File: src/sv/pcls_pkg.sv
// Shared types, tag codes and constants for the per-class latency statistics block.
// Depends on nothing; every other file takes its names by package scope.
package pcls_pkg;

	localparam int TIME_WIDTH_DEF = 64;
	localparam int COUNT_W        = 64;
	localparam int AVG_W          = 16;
	localparam int NUM_CLASSES    = 6;
	localparam int CLASS_IDX_W    = 3;

	localparam logic [AVG_W-1:0] AVG_SAT_MAX = 16'hFFFF;

	localparam logic OP_RECORD = 1'b0;
	localparam logic OP_QUERY  = 1'b1;

	localparam logic [7:0] TAG_BIND   = 8'h60;
	localparam logic [7:0] TAG_UNBIND = 8'h42;
	localparam logic [7:0] TAG_SEARCH = 8'h63;
	localparam logic [7:0] TAG_MODIFY = 8'h66;
	localparam logic [7:0] TAG_ADD    = 8'h68;
	localparam logic [7:0] TAG_DELETE = 8'h4A;

	localparam logic [CLASS_IDX_W-1:0] CLS_BIND   = 3'd0;
	localparam logic [CLASS_IDX_W-1:0] CLS_UNBIND = 3'd1;
	localparam logic [CLASS_IDX_W-1:0] CLS_SEARCH = 3'd2;
	localparam logic [CLASS_IDX_W-1:0] CLS_MODIFY = 3'd3;
	localparam logic [CLASS_IDX_W-1:0] CLS_ADD    = 3'd4;
	localparam logic [CLASS_IDX_W-1:0] CLS_DELETE = 3'd5;

	typedef struct packed {
		logic        op;
		logic [7:0]  request_tag;
		logic [63:0] elapsed_ms;
	} cmd_t;

	typedef struct packed {
		logic               known;
		logic [COUNT_W-1:0] sample_count;
		logic [AVG_W-1:0]   avg_ms;
		logic [COUNT_W-1:0] all_count;
	} res_t;

	typedef struct packed {
		logic                   hit;
		logic [CLASS_IDX_W-1:0] idx;
	} class_t;

	function automatic class_t class_of(input logic [7:0] tag);
		class_t c;
		c.hit = 1'b1;
		case (tag)
			TAG_BIND:   c.idx = CLS_BIND;
			TAG_UNBIND: c.idx = CLS_UNBIND;
			TAG_SEARCH: c.idx = CLS_SEARCH;
			TAG_MODIFY: c.idx = CLS_MODIFY;
			TAG_ADD:    c.idx = CLS_ADD;
			TAG_DELETE: c.idx = CLS_DELETE;
			default: begin
				c.hit = 1'b0;
				c.idx = CLS_BIND;
			end
		endcase
		return c;
	endfunction

endpackage

File: src/sv/pcls_div.sv
// Radix-2 restoring divider, one quotient bit per cycle.
// Depends on pcls_pkg for default widths only.
module pcls_div #(
	parameter int NUM_W = pcls_pkg::TIME_WIDTH_DEF,
	parameter int DEN_W = pcls_pkg::COUNT_W
) (
	input  logic             clk,
	input  logic             arst_n,
	input  logic             start,
	input  logic [NUM_W-1:0] num,
	input  logic [DEN_W-1:0] den,
	output logic             done,
	output logic [NUM_W-1:0] quot
);

	localparam int CW = (NUM_W > 1) ? $clog2(NUM_W) : 1;
	localparam logic [CW-1:0] LAST = CW'(NUM_W - 1);

	logic             run_q;
	logic             done_q;
	logic [CW-1:0]    cnt_q;
	logic [DEN_W-1:0] rem_q;
	logic [DEN_W-1:0] den_q;
	logic [NUM_W-1:0] quot_q;

	logic [DEN_W:0] trial;
	logic [DEN_W:0] diff;
	logic           ge;

	// remainder stays below the divisor, so the shifted trial fits DEN_W+1 bits
	assign trial = {rem_q, quot_q[NUM_W-1]};
	assign diff  = trial - {1'b0, den_q};
	assign ge    = trial >= {1'b0, den_q};

	always_ff @(posedge clk or negedge arst_n) begin
		if (!arst_n) begin
			run_q  <= 1'b0;
			done_q <= 1'b0;
			cnt_q  <= '0;
		end else begin
			done_q <= 1'b0;
			if (start) begin
				run_q <= 1'b1;
				cnt_q <= '0;
			end else if (run_q) begin
				cnt_q <= cnt_q + CW'(1);
				if (cnt_q == LAST) begin
					run_q  <= 1'b0;
					done_q <= 1'b1;
				end
			end
		end
	end

	always_ff @(posedge clk) begin
		if (start) begin
			rem_q  <= '0;
			den_q  <= den;
			quot_q <= num;
		end else if (run_q) begin
			rem_q  <= ge ? diff[DEN_W-1:0] : trial[DEN_W-1:0];
			quot_q <= {quot_q[NUM_W-2:0], ge};
		end
	end

	assign done = done_q;
	assign quot = quot_q;

endmodule

File: src/sv/per_class_latency_statistics.sv
// Top level: class decode, per-class statistics stores, sequencer and result register.
// Depends on pcls_pkg and pcls_div.
//
//  channel   handshake           payload         direction
//  command   start / busy        cmd (cmd_t)     in
//  result    done (one cycle)    res (res_t)     out
//
// A known tag passes from accept through the update state, the load state and
// the shared divider, and its result is registered before the next accept.
// An unknown tag or an empty window skips the divider.
// Reset clears all six classes at once. The result strobe cannot be held off.
module per_class_latency_statistics #(
	parameter int TIME_WIDTH = pcls_pkg::TIME_WIDTH_DEF
) (
	input  logic                clk,
	input  logic                arst_n,
	input  logic                start,
	output logic                busy,
	input  pcls_pkg::cmd_t      cmd,
	output logic                done,
	output pcls_pkg::res_t      res
);

	localparam int NC  = pcls_pkg::NUM_CLASSES;
	localparam int CNW = pcls_pkg::COUNT_W;
	localparam logic [63:0] TMASK = 64'((65'd1 << TIME_WIDTH) - 65'd1);

	localparam logic [1:0] S_IDLE   = 2'd0;
	localparam logic [1:0] S_UPDATE = 2'd1;
	localparam logic [1:0] S_LOAD   = 2'd2;
	localparam logic [1:0] S_DIV    = 2'd3;

	logic [1:0]            state_q;
	logic                  done_q;
	pcls_pkg::class_t      cls_q;
	logic                  op_q;
	logic [TIME_WIDTH-1:0] t_q;
	pcls_pkg::res_t        res_q;

	logic [TIME_WIDTH-1:0] total_q [NC];
	logic [CNW-1:0]        win_q   [NC];
	logic [CNW-1:0]        life_q  [NC];

	logic                  accept;
	pcls_pkg::class_t      cls_in;
	logic [63:0]           t_nz;
	logic [63:0]           t_sat;
	logic [TIME_WIDTH:0]   sum;
	logic                  div_start;
	logic                  div_done;
	logic [TIME_WIDTH-1:0] div_quot;
	logic [63:0]           quot64;
	logic [pcls_pkg::AVG_W-1:0] avg;

	assign accept = start && (state_q == S_IDLE);
	assign busy   = (state_q != S_IDLE);
	assign cls_in = pcls_pkg::class_of(cmd.request_tag);

	// zero counts as one, and clamp to the total's range
	assign t_nz  = (cmd.elapsed_ms == 64'd0) ? 64'd1 : cmd.elapsed_ms;
	assign t_sat = (t_nz > TMASK) ? TMASK : t_nz;

	assign sum = {1'b0, total_q[cls_q.idx]} + {1'b0, t_q};

	assign div_start = (state_q == S_LOAD) && (win_q[cls_q.idx] != '0);

	assign quot64 = 64'(div_quot);
	assign avg    = (|quot64[63:pcls_pkg::AVG_W]) ? pcls_pkg::AVG_SAT_MAX
	                                              : quot64[pcls_pkg::AVG_W-1:0];

	pcls_div #(
		.NUM_W(TIME_WIDTH),
		.DEN_W(CNW)
	) u_div (
		.clk   (clk),
		.arst_n(arst_n),
		.start (div_start),
		.num   (total_q[cls_q.idx]),
		.den   (win_q[cls_q.idx]),
		.done  (div_done),
		.quot  (div_quot)
	);

	always_ff @(posedge clk or negedge arst_n) begin
		if (!arst_n) begin
			state_q <= S_IDLE;
			done_q  <= 1'b0;
			cls_q   <= '0;
		end else begin
			done_q <= 1'b0;
			case (state_q)
				S_IDLE: begin
					if (accept) begin
						cls_q   <= cls_in;
						state_q <= S_UPDATE;
					end
				end
				S_UPDATE: begin
					if (cls_q.hit) begin
						state_q <= S_LOAD;
					end else begin
						done_q  <= 1'b1;
						state_q <= S_IDLE;
					end
				end
				S_LOAD: begin
					if (div_start) begin
						state_q <= S_DIV;
					end else begin
						done_q  <= 1'b1;
						state_q <= S_IDLE;
					end
				end
				S_DIV: begin
					if (div_done) begin
						done_q  <= 1'b1;
						state_q <= S_IDLE;
					end
				end
				default: state_q <= S_IDLE;
			endcase
		end
	end

	// statistics stores
	always_ff @(posedge clk or negedge arst_n) begin
		if (!arst_n) begin
			for (int i = 0; i < NC; i++) begin
				total_q[i] <= '0;
				win_q[i]   <= '0;
				life_q[i]  <= '0;
			end
		end else if (state_q == S_UPDATE && cls_q.hit && op_q == pcls_pkg::OP_RECORD) begin
			life_q[cls_q.idx] <= life_q[cls_q.idx] + CNW'(1);
			if (sum[TIME_WIDTH]) begin
				// total wrapped: restart the window at this sample
				total_q[cls_q.idx] <= t_q;
				win_q[cls_q.idx]   <= CNW'(1);
			end else begin
				total_q[cls_q.idx] <= sum[TIME_WIDTH-1:0];
				win_q[cls_q.idx]   <= win_q[cls_q.idx] + CNW'(1);
			end
		end
	end

	always_ff @(posedge clk) begin
		if (accept) begin
			op_q <= cmd.op;
			t_q  <= t_sat[TIME_WIDTH-1:0];
		end
		if (state_q == S_UPDATE && !cls_q.hit) begin
			res_q <= '0;
		end else if (state_q == S_LOAD && !div_start) begin
			res_q.known        <= 1'b1;
			res_q.sample_count <= win_q[cls_q.idx];
			res_q.avg_ms       <= '0;
			res_q.all_count    <= life_q[cls_q.idx];
		end else if (state_q == S_DIV && div_done) begin
			res_q.known        <= 1'b1;
			res_q.sample_count <= win_q[cls_q.idx];
			res_q.avg_ms       <= avg;
			res_q.all_count    <= life_q[cls_q.idx];
		end
	end

	assign done = done_q;
	assign res  = res_q;

endmodule

File: config.mk
export PLATFORM = sky130hd
export DESIGN_NAME = per_class_latency_statistics
export DESIGN_NICKNAME = d
export VERILOG_FILES = /design/src/sv/pcls_pkg.sv /design/src/sv/pcls_div.sv /design/src/sv/per_class_latency_statistics.sv
export SDC_FILE = /design/constraint.sdc
export NUM_CORES = 2
export LEC_CHECK = 0
export BUFFER_PORTS_ARGS = -buffer_cell sky130_fd_sc_hd__buf_2
export CAP_MARGIN = 20
export CELL_PAD_IN_SITES_DETAIL_PLACEMENT = 1
export CELL_PAD_IN_SITES_GLOBAL_PLACEMENT = 1
export CORE_ASPECT_RATIO = 2
export CORE_MARGIN = 10
export CORE_UTILIZATION = 28
export CTS_BUF_LIST = sky130_fd_sc_hd__clkbuf_8
export CTS_CLUSTER_SIZE = 24
export DETAILED_ROUTE_END_ITERATION = 7
export PLACE_DENSITY_LB_ADDON = 0.1
export SLEW_MARGIN = 5
export SYNTH_ARGS = -nofsm -noshare
export SYNTH_HDL_FRONTEND = slang
export SYNTH_SLANG_ARGS = --single-unit
File: constraint.sdc
create_clock -name clk -period 9.6 [get_ports clk]
set_input_delay 1.92 -clock clk [delete_from_list [all_inputs] [get_ports clk]]
set_output_delay 1.92 -clock clk [all_outputs]
set_load 0.02 [all_outputs]
# Word level (Yosys, flattened, before mapping)
# Index checks and enable logic that the tools add are counted.
# totals
reg_bits	1569
in_bits	76
output_inout_bits	147
wordCells	124
# op_classes
addsub	5
order_cmp	4
n_eq_ne	12
muxes	43
bitwise_logic	5
n_reduce_logical	21
# ops
operator	count
bitwise mux 384 bit	4
2-to-1 mux 384 bit	2
2-to-1 mux 64 bit	11
binary-select mux 64 bit (select 3 bit)	3
AND 378 bit	1
NOT 378 bit	1
2-to-1 mux 145 bit	2
demux 64 bit (select 3 bit)	1
adder 64 x 1 -> 64 bit (second input constant)	2
adder 64 x 64 -> 65 bit	1
greater-or-equal comparator 65 x 64 -> 1 bit	1
> comparator 64 bit (second input constant)	1
logical NOT 64 bit	1
nonzero test 64 bit	1
subtractor 64 bit	1
equality test 8 x 7 -> 1 bit (second input constant)	6
OR reduction 48 bit	1
2-to-1 mux 16 bit	1
case mux 3 bit (5 select lines)	1
2-to-1 mux 6 bit	2
2-to-1 mux 1 bit	10
logical AND 1 bit	8
2-to-1 mux 2 bit	4
case mux 2 bit (4 select lines)	1
18 further kinds	23

# Depth between registers and ports, before layout
# depth
ltp_word	9
depth_mapped	30
ltp_nobuf	18

# By module
# A second synthesis with hierarchy kept.
# unflattened
cells_unflattened	8075
area_unflattened_um2	77316.7
# modules_own_cells
mod	n_inst	cells_per_inst	area_each_um2
per_class_latency_statistics	1	6837	65117.5
pcls_div	1	1238	12199.2

# Worst setup path after synthesis
# No wires, ideal clock.
# synth_path
path_kind	reg2reg
startpoint	register cls_q[1] in the netlist's numbering
endpoint	register u_div.quot_q[0] (netlist: u_div.quot[0]), enable pin
arrival_ns	5.336
required_time_ns	8.905
path_slack_ns	3.569
stages_incl_launch_ff	23
path_buffers	12
synth_period_minus_slack_ns	6.031
cell_sequence	dfrtp_1 > buf_4 > buf_6 > buf_6 > buf_6 > buf_6 > buf_4 > buf_4 > buf_4 > clkbuf_1 > clkbuf_1 > o21ai_0 > inv_1 > ha_1 > o21ai_0 > or4_1 > nor4_1 > nand4_1 > or4_4 > nand2b_1 > buf_4 > buf_2 > nand2b_1
# synth_between
elab_chain_cells	7
# synth_rtl
element	line_no	source
start: declaration	per_class_latency_statistics.sv:35	pcls_pkg::class_t cls_q;
start signal: assignment	per_class_latency_statistics.sv:94	cls_q <= cls_in;
NOT 3 -> 4 bit	--	
binary-select mux 64 bit (select 3 bit)	--	
2-to-1 mux 64 bit (2 in a row)	--	
via u_div.den[0]	pcls_div.sv:11	input logic [DEN_W-1:0] den,
nonzero test 64 bit	per_class_latency_statistics.sv:65	assign div_start = (state_q == S_LOAD) && (win_q[cls_q.idx] != '0);
logical AND 1 bit	per_class_latency_statistics.sv:65	
nonzero test 2 bit (no source line)	--	
end signal: assignment	pcls_div.sv:59	quot_q <= num;
end signal: assignment	pcls_div.sv:62	quot_q <= {quot_q[NUM_W-2:0], ge};
end: declaration	pcls_div.sv:24	logic [NUM_W-1:0] quot_q;
# The timed path passes the listed nets, and every way through them passes these cells. The select of a mux whose other input is x is not followed.
# A chain may end at the register's enable or synchronous reset.

# Worst setup path after layout
# layout_path
startpoint	register cls_q[1] in the netlist's numbering
endpoint	register win_q[326] in the netlist's numbering
# layout_between
elab_chain_cells	8
# layout_rtl
element	line_no	source
NOT 3 -> 4 bit (implied by the code) (*)	per_class_latency_statistics.sv:63, per_class_latency_statistics.sv:138, per_class_latency_statistics.sv:141	
branches (longest 6 deep; another with adder 64 x 1 -> 64 bit)	--	
2-to-1 mux 384 bit (*)	per_class_latency_statistics.sv:135	if (sum[TIME_WIDTH]) begin
end signal: indexed assignment	per_class_latency_statistics.sv:141	win_q[cls_q.idx] <= win_q[cls_q.idx] + CNW'(1);
end: declaration	per_class_latency_statistics.sv:41	logic [CNW-1:0] win_q [NC];
# Mark *: on every way between the ends. The select of a mux whose other input is x is not followed.

==> results by group <==
Run status
  – Outcome: complete, no violations

Global route
  – Largest net degree at the start of global routing: 147
  – Vias in the first global route: 66.5k
  – First-pass GRT wire length: about 470000 um
  – Total GRT Usage: approximately a fifth
  – Gr ovfl total: 0
  – Initial antenna violation count: 8

Timing
  – Final setup vio count: 0
  – Final slew viol count: 0
  – Max_slew headroom: between 20% and 30%
  – Setup TNS: 0 ps
  – RSZ-0062 raised after global routing: no
  – Hold Slack: around 450 ps
  – Period utilization: around 77%
  – Max Clk Rate: around 0.13 GHz
  – Endpoints failing hold: 0
  – Worst-margin pin slew: around 1200 ps
  – Min Tclk post-route: 7410 ps
  – Final setup skew: 66.3 ps

Die
  – Die area: 296000 um^2
  – CORE AREA: 272000 um^2
  – Chip Height: 760 um
  – Initial core utilization: 28.1%
  – # rows: 271
  – Die width: approximately 390 um
  – Num ports: approximately 220

Job
  – Maxcap violations: 0

Drt
  – Metal3 WL: approximately 8900 um
  – Routed vias/inst: ~5.2
  – Iter 0 DRT Violations: roughly 2.8k
  – Routed len/inst: 27.5 um
  – Final wirelength: 320000 um
  – Post-route ant nets: 0
  – Top routing layer in use: met4
  – Met2 wire length: 172000 um
  – Met1 wire length: 126000 um
  – DRC viols: 0
  – Vias: slightly above 60k
  – DRT Pass-1 Iters: 5

Clock tree
  – CTS tree: built
  – Num CTS Buffers: around 270
  – Clk slew on worst S/H paths: roughly 60 ps
  – Cts repair resizes: 0
  – # Post-CTS Setup Buffers: 0
  – H-tree depth: 5
  – Post-CTS Hold Fix Bufs: 0
  – Clock buffer depth: 4
  – Root buffer cell: clkbuf_8
  – Clk Latency, worst-skew pair: just under 1000 ps
  – Clock sink count: around 1.6k

Cells and area
  – Design area: about 87000 um^2
  – Area delta synth->final: 13.0%
  – Final #Nets: a little over 8k
  – Share of layout cells above drive strength 1: roughly 16%
  – Final Core Density: 31.8%

Hold path
  – Worst min path class: reg2reg

Logic synthesis
  – Post-synthesis sequential area ratio: approximately half
  – Synth area leaders: dfrtp_1 (38%), edfxtp_1 (7.6%), o21ai_0 (6.2%)
  – Syn Nets: 8020
  – Avg Inst Size Synth: between 9 and 10 um^2
  – Post-synth top cells: nand2_1 (1203), dfrtp_1 (1167), o21ai_0 (954)
  – Syn Inst Count: between 7k and 8k
  – Mapped Area: about 77000 um^2
  – Yosys top cell area share: 38.1%
  – Post-synth top area cell: dfrtp_1
  – Top-count cell post-synth: nand2_1
  – Seq cells post-synth: between 1.5k and 2k
  – Distinct cells, synth: 114
  – Asr flop ratio synth: 74.4%
  – Post-synth EDFFs: roughly 190
  – Ys flop type: dfrtp_1
  – Synth warn: 0

Pwr
  – P per Cell Area: between 200 and 250 nW/um^2
  – Max IR drop VDD: about 0.00011 V
  – Leakage: 36.8 nW

Setup path
  – Worst Path Arrival: a little over 8000 ps
  – Crit path kind: reg2reg
  – Critical Path RT: 10490 ps
  – CP Launch Type: flip-flop
  – FF-to-FF setup slack: about 2200 ps
  – Crit path max fanout: 62
  – Crit. End Element: flip-flop

Placement
  – Post-DP Area: between 80000 and 90000 um^2
  – Hpwl dp: between 200000 and 250000 um
  – Routability cong.: 0.848
  – Number of port buffers: approximately 220
[cell type report]
| class | instances | area [um^2] |
|---|---|---|
| Clock inverter | 148 | 713 |
| Timing Repair Buffer | 406 | 2900 |
| Inverter | 125 | 475 |
| Sequential cell | 1569 | 39200 |
| Clock buffer | 324 | 4460 |
| Antenna cell | 4 | 10.0 |
| Fill cell | 30855 | 186000 |
| Tap cell | 3549 | 4440 |
| Multi-Input combinational cell | 5502 | 34300 |
[metrics by stage]
stage	total power, W	std cells	worst slack [ps]
2_1_floorplan	0.00997	7810	3570
3_3_place_gp	0.0114	11143	2270
3_5_place_dp	0.0115	11147	2180
4_1_cts	0.0178	11619	2150
5_1_grt	0.0185	11625	1740
6_report	0.0175	11627	2190
[placed cells by master (no fill, tap or decap), drive strengths merged, types with 29 or more instances in the layout]
cell type / Yosys / routed
nor2b: 29 / 29
dfxtp: 209 / 209
a22oi: 257 / 257
nand3: 127 / 127
a221oi: 45 / 45
o221ai: 52 / 52
o21ai: 984 / 984
edfxtp: 193 / 193
nor4: 59 / 59
buf: 135 / 406
o22ai: 56 / 56
nor2: 606 / 606
ha: 132 / 132
a211oi: 53 / 53
nand2: 1204 / 1204
a31oi: 34 / 34
mux2: 363 / 363
dfrtp: 1167 / 1167
a21o: 63 / 63
xnor2: 130 / 130
xor2: 104 / 104
and3: 34 / 34
clkbuf: 479 / 324
or2: 30 / 30
nor3: 122 / 122
a21oi: 334 / 334
inv: 125 / 233
nand4: 66 / 66
o31ai: 121 / 121
mux2i: 196 / 196
[worst max-delay path, stage by stage, from the launching register on]
cell      delay (ps)
dfrtp_4          730
or2_2            630
nor2_4           790
buf_12           330
a22oi_1          140
nand3_1          160
ha_1             350
a21oi_1          220
o21ai_0          160
a221o_1          400
a21boi_0         390
o22a_1           240
nand3_1          250
a31oi_4          760
nor2_4           370
buf_12           300
nor3_1           620
mux2_2           280
[cells by family after synthesis]
logic type / Yosys count / synth area share (%)
mux: 576 / 8.40
simple gates: 2409 / 13.8
xor+xnor: 234 / 2.70
flops: 1569 / 51.2
buf+inv: 739 / 4.28
fa+ha+maj: 134 / 2.21
compound gates: 2149 / 17.4
[state kept, by name, summed over array words and instances, names as in the netlist, 2 cells and up]
register,count
life_q,384
total_q,384
win_q,384
res,145
t_q,64
u_div.den_q,64
u_div.quot,64
u_div.rem_q,64
u_div.cnt_q,6
cls_q,4
state_q,2
[report_power, final]
group | switching [W] | total [W] | internal, W
clock network | 0.00304 | 0.00616 | 0.00311
registers | 0.000281 | 0.00735 | 0.00707
logic | 0.00266 | 0.00399 | 0.00133
total | 0.00598 | 0.0175 | 0.0115
[final timing paths]
check / start / to / cells after the start
hold / removal: res[105] / res[105] / 2
setup reg to reg: cls_q[1] / win_q[326] / 17
hold reg to reg: res[105] / res[105] / 2
max in group asynchronous: arst_n / win_q[173] / 3
setup / recovery: cls_q[1] / win_q[326] / 17
min in group asynchronous: arst_n / life_q[32] / 1
[layer usage]
| metal | GRT usage (%) | up-vias |
|---|---|---|
| li1 | - | 27842 |
| met1 | 23.6 | 31223 |
| met2 | 40.2 | 1070 |
| met3 | 2.40 | 510 |
| met4 | 7.88 | 0 |
| met5 | 0 | - |
(Power assumes the default switching activity.)
